### config.mk
export PLATFORM = sky130hd
export DESIGN_NAME = midi_running_status_parser
export DESIGN_NICKNAME = d
export VERILOG_FILES = /design/src/sv/mrsp_pkg.sv /design/src/sv/midi_running_status_parser.sv /design/src/sv/mrsp_queue.sv /design/src/sv/mrsp_front.sv /design/src/sv/mrsp_back.sv
export SDC_FILE = /design/constraint.sdc
export NUM_CORES = 1
export LEC_CHECK = 0
export BUFFER_PORTS_ARGS = -buffer_cell sky130_fd_sc_hd__buf_2
export CAP_MARGIN = 20
export CORE_MARGIN = 5
export CORE_UTILIZATION = 61
export DETAILED_ROUTE_END_ITERATION = 8
export PLACE_DENSITY = 0.82
export SETUP_SLACK_MARGIN = 0.5
export SYNTH_ARGS = -nofsm -noshare
export SYNTH_HDL_FRONTEND = slang
export SYNTH_SLANG_ARGS = --single-unit
### constraint.sdc
create_clock -name clk -period 12.42 [get_ports clk]
set_input_delay 2.484 -clock clk [delete_from_list [all_inputs] [get_ports clk]]
set_output_delay 2.484 -clock clk [all_outputs]
set_load 0.05 [all_outputs]
### src/sv/mrsp_pkg.sv
// Shared types, constants and helpers for the MIDI running status parser.
`timescale 1ns / 1ps

package mrsp_pkg;

	localparam int MAX_FRAME = 63;
	localparam int FRAME_AW = $clog2(MAX_FRAME + 1);
	localparam int IN_W = 40;
	localparam int OUT_W = 72;

	localparam logic [7:0] BYTE_REALTIME = 8'hF8;
	localparam logic [7:0] BYTE_SYSEX_END = 8'hF7;
	localparam logic [7:0] BYTE_SYSEX_START = 8'hF0;
	localparam logic [7:0] BYTE_COMMON_LO = 8'hF1;
	localparam logic [7:0] BYTE_COMMON_HI = 8'hF6;
	localparam logic [3:0] NIB_NOTE_OFF = 4'h8;
	localparam logic [3:0] NIB_NOTE_ON = 4'h9;
	localparam logic [3:0] NIB_POLY_AT = 4'hA;
	localparam logic [3:0] NIB_CONTROL = 4'hB;
	localparam logic [3:0] NIB_PROGRAM = 4'hC;
	localparam logic [3:0] NIB_CHAN_AT = 4'hD;
	localparam logic [3:0] NIB_PITCH = 4'hE;

	typedef enum logic [1:0] {
		OP_EVENT = 2'd0,
		OP_STORE = 2'd1,
		OP_DRAIN = 2'd2
	} op_t;

	// One request from the front to the back.
	typedef struct packed {
		op_t op;
		logic [31:0] stamp;
		logic [FRAME_AW-1:0] addr;
		logic [7:0] value;
		logic [7:0] tag;
		logic [7:0] status;
		logic [6:0] data0;
		logic [6:0] data1;
	} cmd_t;

	function automatic logic [1:0] data_needed(input logic [7:0] st);
		logic [1:0] n;
		case (st[7:4])
			NIB_NOTE_OFF, NIB_NOTE_ON, NIB_POLY_AT, NIB_CONTROL, NIB_PITCH: n = 2'd2;
			NIB_PROGRAM, NIB_CHAN_AT: n = 2'd1;
			default: n = 2'd0;
		endcase
		return n;
	endfunction

endpackage

### src/sv/midi_running_status_parser.sv
// Top level of the MIDI byte stream parser with running status and SysEx buffering.
//
//  Channel      Dir  Width  Contents
//  s_axis       in   40     byte_value, timestamp
//  m_axis       out  72     event and frame fields; tuser kind; tlast last
//  cfg          in   8      source_id write
//
// One byte is taken per cycle while the two-entry request queue has room.
// A channel event is loaded into the output register once its request reaches the back
// and the output is free; a SysEx frame of N stored bytes is replayed from the frame
// buffer, followed by a closing F7 byte, while further requests wait in the queue.
// Reset clears all parser state and the output valid flag; the frame buffer is
// not cleared, since only bytes of the current frame are ever read.
// A stalled output holds its request and backs the queue up to the input.
`timescale 1ns / 1ps

module midi_running_status_parser import mrsp_pkg::*; (
	input logic clk,
	input logic arst_n,
	input logic cfg_wen,
	input logic [7:0] cfg_wdata,
	input logic s_axis_tvalid,
	output logic s_axis_tready,
	// [7:0] byte_value, [39:8] timestamp
	input logic [IN_W-1:0] s_axis_tdata,
	output logic m_axis_tvalid,
	input logic m_axis_tready,
	// [31:0] event_time, [39:32] source_tag, [43:40] msg_type, [47:44] channel,
	// [54:48] first_data, [61:55] second_data, [69:62] frame_byte, [71:70] zero
	output logic [OUT_W-1:0] m_axis_tdata,
	// [0] kind
	output logic m_axis_tuser,
	output logic m_axis_tlast
);

	logic push;
	cmd_t push_cmd;
	logic queue_full;
	logic pop;
	logic head_valid;
	cmd_t head_cmd;

	mrsp_front u_front (
		.clk(clk),
		.arst_n(arst_n),
		.cfg_wen(cfg_wen),
		.cfg_wdata(cfg_wdata),
		.in_valid(s_axis_tvalid),
		.in_data(s_axis_tdata),
		.in_ready(s_axis_tready),
		.push(push),
		.push_cmd(push_cmd),
		.queue_full(queue_full)
	);

	mrsp_queue u_queue (
		.clk(clk),
		.arst_n(arst_n),
		.push(push),
		.push_cmd(push_cmd),
		.full(queue_full),
		.pop(pop),
		.head_valid(head_valid),
		.head_cmd(head_cmd)
	);

	mrsp_back u_back (
		.clk(clk),
		.arst_n(arst_n),
		.head_valid(head_valid),
		.head_cmd(head_cmd),
		.pop(pop),
		.out_valid(m_axis_tvalid),
		.out_ready(m_axis_tready),
		.out_data(m_axis_tdata),
		.out_user(m_axis_tuser),
		.out_last(m_axis_tlast)
	);

endmodule

### src/sv/mrsp_queue.sv
// Two-entry request queue between the parser front and the output back.
`timescale 1ns / 1ps

module mrsp_queue import mrsp_pkg::*; (
	input logic clk,
	input logic arst_n,
	input logic push,
	input cmd_t push_cmd,
	output logic full,
	input logic pop,
	output logic head_valid,
	output cmd_t head_cmd
);

	cmd_t entry_q [2];
	logic wr_ptr_q;
	logic rd_ptr_q;
	logic [1:0] count_q;

	assign full = (count_q == 2'd2);
	assign head_valid = (count_q != 2'd0);
	assign head_cmd = entry_q[rd_ptr_q];

	always_ff @(posedge clk) begin
		if (push) begin
			entry_q[wr_ptr_q] <= push_cmd;
		end
	end

	always_ff @(posedge clk or negedge arst_n) begin
		if (!arst_n) begin
			wr_ptr_q <= 1'b0;
			rd_ptr_q <= 1'b0;
			count_q <= 2'd0;
		end else begin
			if (push) begin
				wr_ptr_q <= ~wr_ptr_q;
			end
			if (pop) begin
				rd_ptr_q <= ~rd_ptr_q;
			end
			count_q <= count_q + {1'b0, push} - {1'b0, pop};
		end
	end

	a_no_overflow: assert property (@(posedge clk) disable iff (!arst_n)
		!(push && full)) else $error("queue pushed while full");
	a_no_underflow: assert property (@(posedge clk) disable iff (!arst_n)
		!(pop && !head_valid)) else $error("queue popped while empty");
	a_count_range: assert property (@(posedge clk) disable iff (!arst_n)
		count_q != 2'd3) else $error("queue count out of range");

endmodule

### src/sv/mrsp_front.sv
// Input side: running status parsing, frame tracking and request generation.
`timescale 1ns / 1ps

module mrsp_front import mrsp_pkg::*; (
	input logic clk,
	input logic arst_n,
	input logic cfg_wen,
	input logic [7:0] cfg_wdata,
	input logic in_valid,
	input logic [IN_W-1:0] in_data,
	output logic in_ready,
	output logic push,
	output cmd_t push_cmd,
	input logic queue_full
);

	logic [7:0] source_id_q;
	logic in_frame_q, in_frame_d;
	logic [FRAME_AW-1:0] frame_len_q, frame_len_d;
	logic [7:0] status_q, status_d;
	logic [1:0] data_count_q, data_count_d;
	logic [1:0] expected_q, expected_d;
	logic [6:0] data0_q, data0_d;
	logic [6:0] data1_q, data1_d;

	logic take;
	logic [7:0] b;
	logic [31:0] t;
	logic [1:0] cnt_next;

	assign in_ready = !queue_full;
	assign take = in_valid && in_ready;
	assign b = in_data[7:0];
	assign t = in_data[39:8];

	always_comb begin
		in_frame_d = in_frame_q;
		frame_len_d = frame_len_q;
		status_d = status_q;
		data_count_d = data_count_q;
		expected_d = expected_q;
		data0_d = data0_q;
		data1_d = data1_q;
		cnt_next = data_count_q;
		push = 1'b0;
		push_cmd = '0;
		push_cmd.op = OP_EVENT;
		push_cmd.stamp = t;
		push_cmd.tag = source_id_q;
		if (take && (b < BYTE_REALTIME)) begin
			if (in_frame_q) begin
				if (b == BYTE_SYSEX_END) begin
					push = 1'b1;
					push_cmd.op = OP_DRAIN;
					push_cmd.addr = frame_len_q;
					frame_len_d = '0;
					in_frame_d = 1'b0;
				end else if (frame_len_q >= FRAME_AW'(MAX_FRAME)) begin
					frame_len_d = '0;
					in_frame_d = 1'b0;
				end else begin
					push = 1'b1;
					push_cmd.op = OP_STORE;
					push_cmd.addr = frame_len_q;
					push_cmd.value = b;
					frame_len_d = frame_len_q + 1'b1;
				end
			end else if (b == BYTE_SYSEX_START) begin
				in_frame_d = 1'b1;
				push = 1'b1;
				push_cmd.op = OP_STORE;
				push_cmd.addr = '0;
				push_cmd.value = b;
				frame_len_d = FRAME_AW'(1);
			end else if (b[7]) begin
				if ((b >= BYTE_COMMON_LO) && (b <= BYTE_COMMON_HI)) begin
					status_d = '0;
				end else begin
					status_d = b;
					data_count_d = '0;
					expected_d = data_needed(b);
					if (data_needed(b) == 2'd0) begin
						push = 1'b1;
						push_cmd.status = b;
						push_cmd.data0 = data0_q;
						push_cmd.data1 = '0;
					end
				end
			end else if (status_q != 8'h00) begin
				if (data_count_q < 2'd2) begin
					if (data_count_q == 2'd0) begin
						data0_d = b[6:0];
					end else begin
						data1_d = b[6:0];
					end
					cnt_next = data_count_q + 2'd1;
				end
				if (expected_q == 2'd0) begin
					expected_d = data_needed(status_q);
				end
				data_count_d = cnt_next;
				if (cnt_next >= expected_d) begin
					push = 1'b1;
					push_cmd.status = status_q;
					push_cmd.data0 = data0_d;
					push_cmd.data1 = (expected_d >= 2'd2) ? data1_d : 7'd0;
					data_count_d = '0;
				end
			end
		end
	end

	always_ff @(posedge clk or negedge arst_n) begin
		if (!arst_n) begin
			source_id_q <= '0;
			in_frame_q <= 1'b0;
			frame_len_q <= '0;
			status_q <= '0;
			data_count_q <= '0;
			expected_q <= '0;
			data0_q <= '0;
			data1_q <= '0;
		end else begin
			if (cfg_wen) begin
				source_id_q <= cfg_wdata;
			end
			in_frame_q <= in_frame_d;
			frame_len_q <= frame_len_d;
			status_q <= status_d;
			data_count_q <= data_count_d;
			expected_q <= expected_d;
			data0_q <= data0_d;
			data1_q <= data1_d;
		end
	end

	a_frame_nonempty: assert property (@(posedge clk) disable iff (!arst_n)
		in_frame_q |-> (frame_len_q != '0)) else $error("open frame has no bytes");
	a_push_ready: assert property (@(posedge clk) disable iff (!arst_n)
		push |-> take) else $error("request issued without an accepted byte");
	a_status_form: assert property (@(posedge clk) disable iff (!arst_n)
		(status_q == 8'h00) || status_q[7]) else $error("running status lacks bit 7");

endmodule

### src/sv/mrsp_back.sv
// Output side: frame buffer, frame replay and the output register.
`timescale 1ns / 1ps

module mrsp_back import mrsp_pkg::*; (
	input logic clk,
	input logic arst_n,
	input logic head_valid,
	input cmd_t head_cmd,
	output logic pop,
	output logic out_valid,
	input logic out_ready,
	output logic [OUT_W-1:0] out_data,
	output logic out_user,
	output logic out_last
);

	typedef enum logic [1:0] {
		ST_IDLE = 2'b01,
		ST_DRAIN = 2'b10
	} state_t;

	state_t state_q, state_d;
	logic [7:0] mem [MAX_FRAME];
	logic [7:0] rdata_q;
	logic [FRAME_AW-1:0] ptr_q, ptr_d;
	logic [FRAME_AW-1:0] len_q, len_d;
	logic [31:0] time_q, time_d;
	logic mem_we;
	logic out_free;
	logic load;
	logic [OUT_W-1:0] ld_data;
	logic ld_user;
	logic ld_last;
	logic valid_q;
	logic [OUT_W-1:0] data_q;
	logic user_q;
	logic last_q;

	assign out_free = !valid_q || out_ready;

	always_comb begin
		state_d = state_q;
		ptr_d = ptr_q;
		len_d = len_q;
		time_d = time_q;
		pop = 1'b0;
		mem_we = 1'b0;
		load = 1'b0;
		ld_data = '0;
		ld_user = 1'b0;
		ld_last = 1'b0;
		case (state_q)
			ST_IDLE: begin
				if (head_valid) begin
					case (head_cmd.op)
						OP_EVENT: begin
							if (out_free) begin
								load = 1'b1;
								pop = 1'b1;
								ld_last = 1'b1;
								ld_data = {2'b00, 8'h00, head_cmd.data1, head_cmd.data0,
									head_cmd.status[3:0], head_cmd.status[7:4],
									head_cmd.tag, head_cmd.stamp};
							end
						end
						OP_STORE: begin
							pop = 1'b1;
							mem_we = 1'b1;
						end
						OP_DRAIN: begin
							pop = 1'b1;
							len_d = head_cmd.addr;
							time_d = head_cmd.stamp;
							ptr_d = '0;
							state_d = ST_DRAIN;
						end
						default: begin
							pop = 1'b1;
						end
					endcase
				end
			end
			ST_DRAIN: begin
				if (out_free) begin
					load = 1'b1;
					ld_user = 1'b1;
					if (ptr_q < len_q) begin
						ld_data = {2'b00, rdata_q, 30'd0, time_q};
						ptr_d = ptr_q + 1'b1;
					end else begin
						ld_data = {2'b00, BYTE_SYSEX_END, 30'd0, time_q};
						ld_last = 1'b1;
						ptr_d = '0;
						state_d = ST_IDLE;
					end
				end
			end
			default: begin
				state_d = ST_IDLE;
				ptr_d = '0;
			end
		endcase
	end

	always_ff @(posedge clk) begin
		if (mem_we) begin
			mem[head_cmd.addr] <= head_cmd.value;
		end
		if (ptr_d < FRAME_AW'(MAX_FRAME)) begin
			rdata_q <= mem[ptr_d];
		end
	end

	always_ff @(posedge clk) begin
		len_q <= len_d;
		time_q <= time_d;
		if (load) begin
			data_q <= ld_data;
			user_q <= ld_user;
			last_q <= ld_last;
		end
	end

	always_ff @(posedge clk or negedge arst_n) begin
		if (!arst_n) begin
			state_q <= ST_IDLE;
			ptr_q <= '0;
			valid_q <= 1'b0;
		end else begin
			state_q <= state_d;
			ptr_q <= ptr_d;
			if (load) begin
				valid_q <= 1'b1;
			end else if (out_ready) begin
				valid_q <= 1'b0;
			end
		end
	end

	assign out_valid = valid_q;
	assign out_data = data_q;
	assign out_user = user_q;
	assign out_last = last_q;

	a_ptr_bound: assert property (@(posedge clk) disable iff (!arst_n)
		(state_q == ST_DRAIN) |-> (ptr_q <= len_q)) else $error("replay pointer past frame");
	a_no_pop_drain: assert property (@(posedge clk) disable iff (!arst_n)
		(state_q == ST_DRAIN) |-> !pop) else $error("request taken during replay");
	a_event_last: assert property (@(posedge clk) disable iff (!arst_n)
		(valid_q && !user_q) |-> last_q) else $error("event result not marked last");
	a_idle_ptr: assert property (@(posedge clk) disable iff (!arst_n)
		(state_q == ST_IDLE) |-> (ptr_q == '0)) else $error("pointer not cleared in idle");

endmodule
### Word level (Yosys, flattened, before mapping)

Memory sizes are Yosys's and may differ from the RTL's. A register that Yosys moved wholly into a read port is not among the register bits.
Index checks and enable logic that the tools add are counted.

* register bits: 166
* logic and storage cells: 193
* bits of input ports: 53
* bits in read-only memories: 0
* bits in writable memories: 660
* output and inout bits: 76
* bits in latches: 0
* memories: 2

Memories
* u_back.mem: words 63, bits a word 8, rd ports 1, clocked after Yosys merged registers in 1, write ports 1, RTL line mrsp_back.sv:23 `logic [7:0] mem [MAX_FRAME];`
* u_queue.entry_q: words 2, bits a word 78, rd ports 1, clocked after Yosys merged registers in 0, write ports 1, RTL line mrsp_queue.sv:15 `cmd_t entry_q [2];`

* reductions and logical operators: 25
* shifts and indexed selects: 0
* $add $sub $neg: 5
* bitwise logic cells: 5
* multiplexer cells: 102
* equality and inequality tests: 26
* magnitude comparators: 9
* multiply operators: 0
* div/mod/pow operators: 0

Operators with widths (count)
* $mux 72: 3
* $mux 22: 8
* $pmux 72 s2: 1
* $mux 70: 1
* $mux 62: 1
* $mux 2: 30
* $eq 4x4->1 const B: 14
* $mux 6: 9
* $mux 14: 3
* $mux 7: 5
* $mux 1: 32
* $mux 8: 3
* $eq 8x8->1 const B: 2
* $add 6x1->6 const B: 2
* $pmux 2 s2: 3
* $pmux 6 s2: 1
* $reduce_and 5->1: 2
* $reduce_or 5->1: 2
* $ge 8x8->1 const B: 1
* $le 8x8->1 const B: 1
* $logic_not 2->1: 4
* $lt 8x8->1 const B: 1
* $ne 2x2->1 const B: 4
* $reduce_and 4->1: 2
* 22 further kinds: 37

### Depth between registers and ports, before layout

Gate-level depths: netlist (run 1).

* depth after elaboration: 18
* gate-level depth with buffers: 16
* mapped depth without buffers: 12

### Modules after synthesis

From an unflattened synthesis (run 1), not the netlist that was laid out.

* cells, all modules: 2366
* area total of the unflattened synthesis: 34682.0 sq um

By module, submodules not included
* mrsp_back: area each 25992.4 sq um, instances 1, seq. area each 18904.4 sq um, cells an instance 1823
* mrsp_queue: area each 5863.1 sq um, instances 1, seq. area each 4784.6 sq um, cells an instance 258
* mrsp_front: area each 2826.5 sq um, instances 1, seq. area each 1026.0 sq um, cells an instance 285

### Least setup slack after synthesis (run 1)

Ideal clock, no wire load.

* kind: input port to flip-flop
* start: input port s_axis_tdata[5]
* end: memory u_queue.entry_q[0][0] (netlist bit), enable pin
* slack: 0.786 ns
* arrival time: 10.928 ns
* stages: 7
* path buffers: 1
* cells stage by stage: clkbuf_1 -> nand4_1 -> nor2_1 -> nand2_1 -> o21bai_1 -> a21oi_1 -> nor4_1

* longest elaborated chain between the ends: 17
* elaborated cells between the ends (all ways): 32
* those cells by class: order compare: 3; eq/ne: 9; mux: 15; reduce/logical: 5

RTL lines
* start: declaration: RTL line midi_running_status_parser.sv:25 `input logic [IN_W-1:0] s_axis_tdata,`
* $eq 4x4->1: RTL line mrsp_pkg.sv:44 `case (st[7:4])`
* $reduce_or 5->1 or $reduce_or 2->1 (tied branches): RTL line mrsp_pkg.sv:44
* $pmux 2 s2: RTL line mrsp_pkg.sv:44
* $mux 2: RTL line mrsp_front.sv:76 `if ((b >= BYTE_COMMON_LO) && (b <= BYTE_COMMON_HI)) begin`
* $mux 2: RTL line mrsp_front.sv:75 `end else if (b[7]) begin`
* $mux 2: RTL line mrsp_front.sv:68 `end else if (b == BYTE_SYSEX_START) begin`
* $mux 2: RTL line mrsp_front.sv:51 `if (in_frame_q) begin`
* $mux 2: RTL line mrsp_front.sv:50 `if (take && (b < BYTE_REALTIME)) begin`
* $logic_not 2->1: RTL line mrsp_front.sv:82 `if (data_needed(b) == 2'd0) begin`
* $mux 1: RTL line mrsp_front.sv:82
* $mux 1: RTL line mrsp_front.sv:76
* $mux 1: RTL line mrsp_front.sv:75
* $mux 1: RTL line mrsp_front.sv:68
* $mux 1: RTL line mrsp_front.sv:51
* $mux 1 *: RTL line mrsp_front.sv:50
* $mux 1 *: RTL line mrsp_queue.sv:25 `if (push) begin`
* $mux 1 (implied by the code) *: RTL line mrsp_queue.sv:26 `entry_q[wr_ptr_q] <= push_cmd;`
* end: declaration: RTL line mrsp_queue.sv:15

Mark *: on every way between the ends. The rest lies on a longest branch, timed or not. The select of a mux whose other input is x is not followed.

### Worst setup path after layout (run 1)

* start: input port m_axis_tready
* end: register u_back.rdata_q[1] (read register of u_back.mem), data pin

* longest elaborated chain between the ends: 4

RTL lines
* start: declaration: RTL line midi_running_status_parser.sv:27 `input logic m_axis_tready,`
* $logic_or 1x1->1 *: RTL line mrsp_back.sv:39 `assign out_free = !valid_q || out_ready;`
* $mux 6 *: RTL line mrsp_back.sv:84 `if (out_free) begin`
* $pmux 6 s2 *: RTL line mrsp_back.sv:52 `case (state_q)`
* $lt 6x6->1: RTL line mrsp_back.sv:109 `if (ptr_d < FRAME_AW'(MAX_FRAME)) begin`
* end: declaration: RTL line mrsp_back.sv:24 `logic [7:0] rdata_q;`

Mark *: on every way between the ends. The rest lies on a longest branch, timed or not.
A chain may end at the register's enable or synchronous reset.

==> flow_results.org, run 1 <==
** Finish
- Fraction of final layout cells sized beyond drive strength 1 :: 20.88%
- From synthesis to final layout, the design area changed by 12.54%.
- After routing the design area is 37,120 sq um.
- In the final design database the tool counted 2,142 nets.
- Cells fill 69.12% of the core in the end.
- Number of standard cells in the final layout excluding fillers :: about 2,800
- The layout has around 3,200 filler cells.

** Worst setup path
- The worst setup path is captured at a flop.
- Startpoint of the worst register-to-register path :: u_back.state_q[0]
- Data on the critical path arrives at its endpoint at 6.42 ns.
- Crit Path Class :: in2reg
- Required arrival time at the worst endpoint :: 12.78 ns
- STA classifies the critical path startpoint as an input port.
- In this run the worst path has a maximum fanout of just under 50.
- In this run the worst setup path begins at m_axis_tready.

** Timing
- Clk_skew :: around 0.037 ns
- Static timing analysis puts the maximum clock frequency at 165.1 MHz.
- The worst path uses 48.77% of the clock period.
- Setup slack on the critical path of the routed design comes to 6.362 ns.
- The smallest clock period supported by the final layout is computed as around 6.1 ns.
- Hold Fails Final Rpt :: 0
- For the pin with the worst max-slew slack, the measured transition is 1.093 ns.
- The tightest hold path in the finished design has a slack of 0.4564 ns.
- Setup Total Neg Slack :: 0 ns
- Final count of pins violating max slew :: 0
- Measured against its own limit, the worst slew margin works out to 26.84%.
- Final count of negative-setup-slack endpoints :: 0
- Setup repair after global routing left no endpoint under its margin.

** CTS
- In this run, post-CTS repair resized a total of 0 instances.
- Number of hold buffers added after cts :: 0
- Post-CTS setup buffers :: 0
- TritonCTS built the clock tree.
- Maximum count of clock buffers along a single path :: 3
- Buffer cell driving the clock tree root :: clkbuf_16
- Clock transition at the registers of the reported paths :: 0.06 ns
- The number of clock buffers added by TritonCTS is 82.
- CTS H-tree lvls :: 3
- Total number of clock tree sinks :: 832
- Clk_lat worst skew :: 0.65 ns

** Placement
- Number of instances in the placed design :: 2,685
- Once placement finished, the instance area stood at 34,270 sq um.
- At the end of routability-driven placement, the weighted congestion stood at about 0.87.
- Port-buffer cells :: 126
- Minimum setup slack after placement :: 5.758 ns
- After legalization and detailed placement, the total HPWL measured 44,570 um.

** Die
- Height of the chip :: 242.5 um
- Boundary pin count :: 129
- Initial Utilization :: roughly 61%
- In this run the horizontal extent of the chip is 242.5 um.
- Floorplan die area :: slightly below 60,000 sq um
- The initialized floorplan defines 85 standard-cell rows.
- The core region is roughly 54,000 sq um.

** Yosys
- Syn avg cell area :: 17.15 sq um
- Counting flops with an async set or reset pin after synthesis yields a share of 6.490%.
- Share of the synthesized netlist area taken by xor and xnor gates :: 0.1062%
- In the post-synthesis netlist, the biggest area contributors are edfxtp_1 (71%), mux4_2 (7.6%), dfrtp_1 (4.0%), mux2i_1 (3.3%), nor2_1 (1.9%).
- Number of warnings printed during yosys synthesis :: 0
- Summing every instance area after synthesis gives 32,990 sq um.
- Post-synth EDFFs :: 778
- Adder-cell share of the synthesized area :: 0.5310%
- Count of mapped cells out of synthesis :: 1,923
- Top cell types by occurrence after synthesis :: edfxtp_1 (778), nor2_1 (164), nand2_1 (160)
- Of the post-synthesis cell area, the part taken by muxes is 12.33%.
- Yosys mapped the design onto 68 distinct sky130hd cell types.
- Sequential area share after synthesis :: 74.93%
- The largest total area in the synthesized netlist belongs to edfxtp_1.
- For this run, the leading register cell type out of synthesis is edfxtp_1.
- Fraction of the mapped netlist area in compound gates :: 3.410%
- The most common cell in the synthesized netlist is edfxtp_1.
- Largest family of logic cells by synthesized area :: multiplexers
- The synthesized design contains 832 register bits.
- Yosys top cell area share :: 70.83%
- Fraction of the mapped netlist area in simple logic gates :: approximately 6.4%

** Detailed routing
- The detail route stage leaves a number of antenna-violating nets equal to 0.
- After detailed routing, the average wire length per cell comes to about 26 um.
- Dividing the detail-routed via count by the number of cells gives around 6.4.
- The first routing iteration left 2,469 violations.
- Summed over all layers, the routed wires come to 73,580 um.
- Number of vias in the routed layout :: 18,260
- For this run, design rule violations remaining after detail routing come to 0.
- The first detailed-routing pass ran for 8 iterations.

** Power
- Final total power :: 7.901 mW
- Combinational share of power :: 19.9%
- For this design the total switching power over the nets is 2.346 mW.
- Leak Pwr :: 12.62 nW
- Sequential share of power :: 47.9%
- Power density over the cells :: 212.8 nW/um^2
- VDD sags by at most 209.7 uV.
- In this run, the clock network consumes 32.2% of the power.
- Cell-internal power :: 5.555 mW
- Switching share of power :: 29.70%

** Run status
- Result of the run :: complete, no violations

** Global routing
- The number of global-route vias before repair was between 15,000 and 20,000.
- Global routing consumed, on the met2 layer, 39.70% of the routing resources.
- The initial antenna violation count is 1.
- For this run, the total global-route usage over all layers was measured as 24.91%.
- Global routing used 34.74% of the available met1 tracks.
- For this run, global-route usage on met3 was measured as 4.579%.
- Pin count of the biggest net entering global routing :: 73
- The first global-routing pass estimated 112,100 um of wire.
- Busiest metal layer after global routing :: met2
- Global routing finished with a remaining overflow of 0.

** Worst hold path
- The startpoint identified for the worst hold timing path is u_front.source_id_q[5].
- The path class of the tightest hold or removal check is reg2reg.

** Run
- Across the run, the number of max-cap violations was 0.
[power by group through the flow]
stage               clock, mW  sequential [mW]  combinational, mW
floorplan                   0             4.00              0.884
global placement            0             3.82               1.48
detailed placement          0             3.84               1.55
CTS                      2.58             3.79               1.56
global route             2.70             3.81               1.68
finish                   2.55             3.78               1.57
[flip-flops by register name, summed over array words and instances (netlist names), 2 cells and up]
signal	count
u_back.len_q	6
u_back.mem	504
u_back.out_data	70
u_back.ptr_q	6
u_back.rdata_q	8
u_back.state_q	2
u_back.time_q	32
u_front.data0_q	7
u_front.data1_q	7
u_front.data_count_q	2
u_front.expected_q	2
u_front.frame_len_q	6
u_front.source_id_q	8
u_front.status_q	8
u_queue.count_q	2
u_queue.entry_q	156
[layout by cell type (no fill, tap or decap), drive strengths merged, types with 5 or more instances in the layout]
cell      n
a21oi    32
a31oi    14
and2     23
and3     10
buf     155
bufinv   11
clkbuf  103
clkinv   30
dfrtp    53
edfxtp  778
ha       14
inv      71
mux2     39
mux2i   110
mux4    112
nand2   160
nand2b    5
nand3    72
nand4    13
nor2    164
nor3      8
o21ai    78
o221ai    9
o22ai    13
or4       7
[cell families (layout without fill, tap and decap cells)]
| family | after synthesis | count (layout) |
|---|---|---|
| flip-flops | 832 | 832 |
| AND/OR/NAND/NOR | 480 | 480 |
| multiplexers | 261 | 261 |
| AO/OA/AOI/OAI | 177 | 177 |
| buffers and inverters | 154 | 371 |
| adder cells (fa/ha/maj) | 14 | 14 |
| XOR/XNOR | 4 | 4 |
| other | 1 | 5 |
[metal layers]
layer / vias to the layer above / part of all wire [%]
li1: 7716 / -
met1: 9227 / 38
met2: 1105 / 49
met3: 212 / 9.3
met4: 0 / 4.3
met5: - / 0
[cell type report]
cell class | count | area (sq um) | area share (%)
clock inverters | 47 | 643.1 | 1.733
well taps | 696 | 870.8 | 2.346
repair buffers | 155 | 920.9 | 2.481
inverters | 66 | 247.7 | 0.6674
multi-input cells | 938 | 7561 | 20.37
diodes | 3 | 7.507 | 0.02022
clock buffers | 103 | 2151 | 5.794
flip-flops and latches | 832 | 24720 | 66.59
[critical path: stages]
cell and delay (ns):
buf_2 0.08, nand2b_1 0.39, and2_1 0.20, buf_4 0.38
nand2_1 0.16, o32ai_4 0.13, buf_4 0.63, buf_4 0.64
buf_16 0.33, mux4_2 0.39, nand3_1 0.13, nand4_1 0.11
nand2_1 0.18, nand3_1 0.11
[worst paths after layout]
kind                                               end  slack (ns)  cells after the start
worst max-delay path                 u_back.rdata_q[1]        6.36                     14
worst max register to register       u_back.rdata_q[1]        7.41                     15
worst min-delay path            u_queue.entry_q[1][27]        0.46                      0
max in group asynchronous             u_queue.rd_ptr_q        9.81                      2
min in group asynchronous          u_front.status_q[2]        2.00                      2
worst min register to register  u_queue.entry_q[1][27]        0.46                      0
(Power assumes the default switching activity.)
==> run 2, diff against run 1 <==
clock period = 5.84 ns   (was 12.42 ns; I/O delays follow)
==> run 2 against run 1 <==
  * Count of clock-buffer cells in the layout is 2 higher
  * Combinational power increased by 120%
  * Global-route usage grew 0.83 points
  * Largest cell class unchanged
  * Via count is 0.89% higher
  * Clock skew down 0.0066 ns
  * Clock power increased by 110%
  * Sequential cell count unchanged
  * Die area unchanged
==> flow_results.org, run 2 (synthesis results as in run 1) <==
** Timing
- Crit share post-route :: 76.62%
- On the final layout, the worst clock skew is 0.03016 ns.
- Peak clock frequency supported by timing :: 223.5 MHz
- The number of pins with negative max-slew slack in the final report is 0.
- Setup Total Neg Slack :: 0 ns
- Hold Fails Final Rpt :: 0
- Final count of negative-setup-slack endpoints :: 0
- Setup repair after global routing left no endpoint under its margin.
- In the post-route analysis, the smallest setup slack over all paths is 1.366 ns.
- Hold timing on the final database bottoms out at a slack of between 0.4 and 0.5 ns.
- In this run the tightest slew margin relative to its limit is between 20% and 30%.
- Counting I/O delays and the setup requirement, the final critical path takes 4.474 ns.
- For the pin with the worst max-slew slack, the measured transition is between 1 and 1.5 ns.

** Global routing
- Initial antenna violation count :: 3
- First-pass GRT wire length :: 115,400 um
- Pin count of the biggest net entering global routing :: 79
- The number of global-route vias before repair was approximately 18,000.
- Global routing finished with a remaining overflow of 0.
- Global routing consumed, over all layers together, between 20% and 30% of the routing resources.

** Finish
- The top cell types in the final layout, fill and taps aside, are edfxtp_1 (778), nor2_1 (163), nand2_1 (159).
- u_back.mem holds more flip-flops than any other register.
- The register with the most flip-flops in the layout has 504 of them.
- Design area :: 37,030 sq um
- Once layout is complete, the utilization of the core stands at 68.95%.
- Number of standard cells in the final layout excluding fillers :: 2,841
- Leaving out fill and tap cells, the most frequent cell in the layout is edfxtp_1.
- The post-route netlist has around a fifth of its cells at a drive strength greater than 1.
- Area growth from synthesis to layout :: 12.26%
- At the end of the flow, the number of nets in the layout was 2,144.

** CTS
- Cts bufs inserted :: 82
- Post-cts gate resize count :: 0
- Clock latency on the worst-skew pair, taken at its later pin, is about 0.64 ns.
- CTS tree :: yes
- The clock passes through at most 3 buffers.
- Post-CTS setup buffers :: 0
- Buffer cell driving the clock tree root :: clkbuf_16
- Buffers inserted to repair hold after CTS numbered 0.
- Total number of clock tree sinks :: around 830
- Clock transition at the registers of the reported paths :: about 0.06 ns
- In this run the number of H-tree levels came out at 3.

** Worst hold path
- The worst hold path terminates at u_queue.entry_q[1][24].
- The worst hold path passes through 0 cells.
- Beginning of the worst hold path :: u_front.source_id_q[2]
- The path class of the tightest hold or removal check is reg2reg.

** Die
- The die is about 240 um tall.
- The die is 242.5 um wide.
- Initial Utilization :: 61.42%
- The die covers 58,830 sq um.
- After floorplanning, the core was divided into 85 placement rows.
- Boundary pin count :: 129
- Area of the core :: 53,710 sq um

** Detailed routing
- First-pass DRT Iterations :: 5
- Dividing the detail-routed via count by the number of cells gives 6.485.
- Once detail routing completed, the nets flagged for antenna violations numbered 0.
- For this block, the via count after detailed routing is about 18,000.
- Avg WL per Cell :: approximately 27 um
- Initial DRC Count :: ~2,400
- The routed design has 76,460 um of wire.
- Post-route DRC :: 0

** Worst setup path
- The setup check on the worst reg-to-reg path leaves a slack of about 1.4 ns.
- The number of cells on the worst reg-to-reg path is 13.
- Along the worst path, the maximum fanout reaches 38.
- The worst setup path is launched from a flop.
- In this run the critical register-to-register path is launched from u_back.state_q[0].
- R2R Path End :: u_back.rdata_q[2]
- STA classifies the critical path endpoint as a flop.
- Crit Path Class :: reg2reg
- Signal arrival time at the worst endpoint :: 4.85 ns
- Required arrival time at the worst endpoint :: 6.22 ns

** Placement
- Number of instances in the placed design :: between 2,000 and 3,000
- Final weighted congestion in routability-driven placement :: 0.9021
- Area after detailed placement :: 34,320 sq um
- Minimum setup slack after placement :: 0.9379 ns
- Buffers placed on the I/O ports in this run total around 130.
- The HPWL after detailed placement is 46,290 um.

** Run status
- The flow ran to the end, and the final reports show no timing, DRC or antenna violations.

** Power
- Dividing total power by cell area gives a power density of 450.9 nW/um^2.
- In this run the static leakage power is around 13 nW.
- IR analysis of the VDD net gives a maximum drop of 294.7 uV.
- Final total power :: 16.70 mW

** Run
- Max-cap violations in this run came to 0.
==> run 2: changes by cell type in the layout (fill, tap and decap cells not counted), sizes merged <==
cell | previous run | this run
bufinv | 11 | 8
clkinvlp | 1 | 3
buf | 155 | 157
inv | 71 | 69
clkbuf | 103 | 105
clkinv | 30 | 31
diode | 3 | 2
==> run 2: layout make-up <==
cell class              count  area, sq um
well taps                 696        870.8
diodes                      2        5.005
multi-input cells         938         7570
flip-flops and latches    832        24720
fillers                  3171        16680
clock inverters            45        465.4
repair buffers            157        950.9
clock buffers             105         2202
inverters                  66        247.7
==> run 2: metal layers <==
| metal | wire, um | global-route usage (%) | up-vias |
|---|---|---|---|
| met1 | 28980 | 36.21 | 9234 |
| met2 | 37460 | 41.59 | 1248 |
| met4 | 2825 | 8.745 | 0 |
| met3 | 7195 | 4.821 | 197 |
| li1 | - | - | 7744 |
| met5 | 0 | 0 | - |
==> run 2: worst max-delay path by stage <==
stage | startpoint | to | cells after the start
6_report | u_back.state_q[0] | u_back.rdata_q[2] | 13
5_1_grt | u_back.state_q[0] | u_back.rdata_q[1] | 12
4_1_cts | u_back.state_q[0] | u_back.rdata_q[7] | 13
3_5_place_dp | m_axis_tready | u_back.rdata_q[2] | 11
3_3_place_gp | m_axis_tready | u_back.rdata_q[5] | 12
2_1_floorplan | s_axis_tdata[5] | u_queue.entry_q[0][0] | 7
==> run 2: worst max-delay path, cell delays in order, from the launching register on <==
cell and delay, ns:
dfstp_2 0.53, inv_1 0.06, ha_1 0.46, nor2b_2 0.23, and2_1 0.17, buf_4 0.38, nand2_1 0.17, o32ai_4 0.45
buf_4 0.63, mux4_2 0.40, nand2_1 0.10, nand3_1 0.13, a31oi_1 0.35, nand3_1 0.11
==> run 2: report_power, final <==
group          total (mW)  internal, mW  switching, mW  leakage [nW]
combinational        3.41         0.925           2.49          3.51
clock                5.24          3.03           2.21          1.29
sequential           8.04          7.75          0.288          7.76
total                16.7          11.7           4.99          12.6
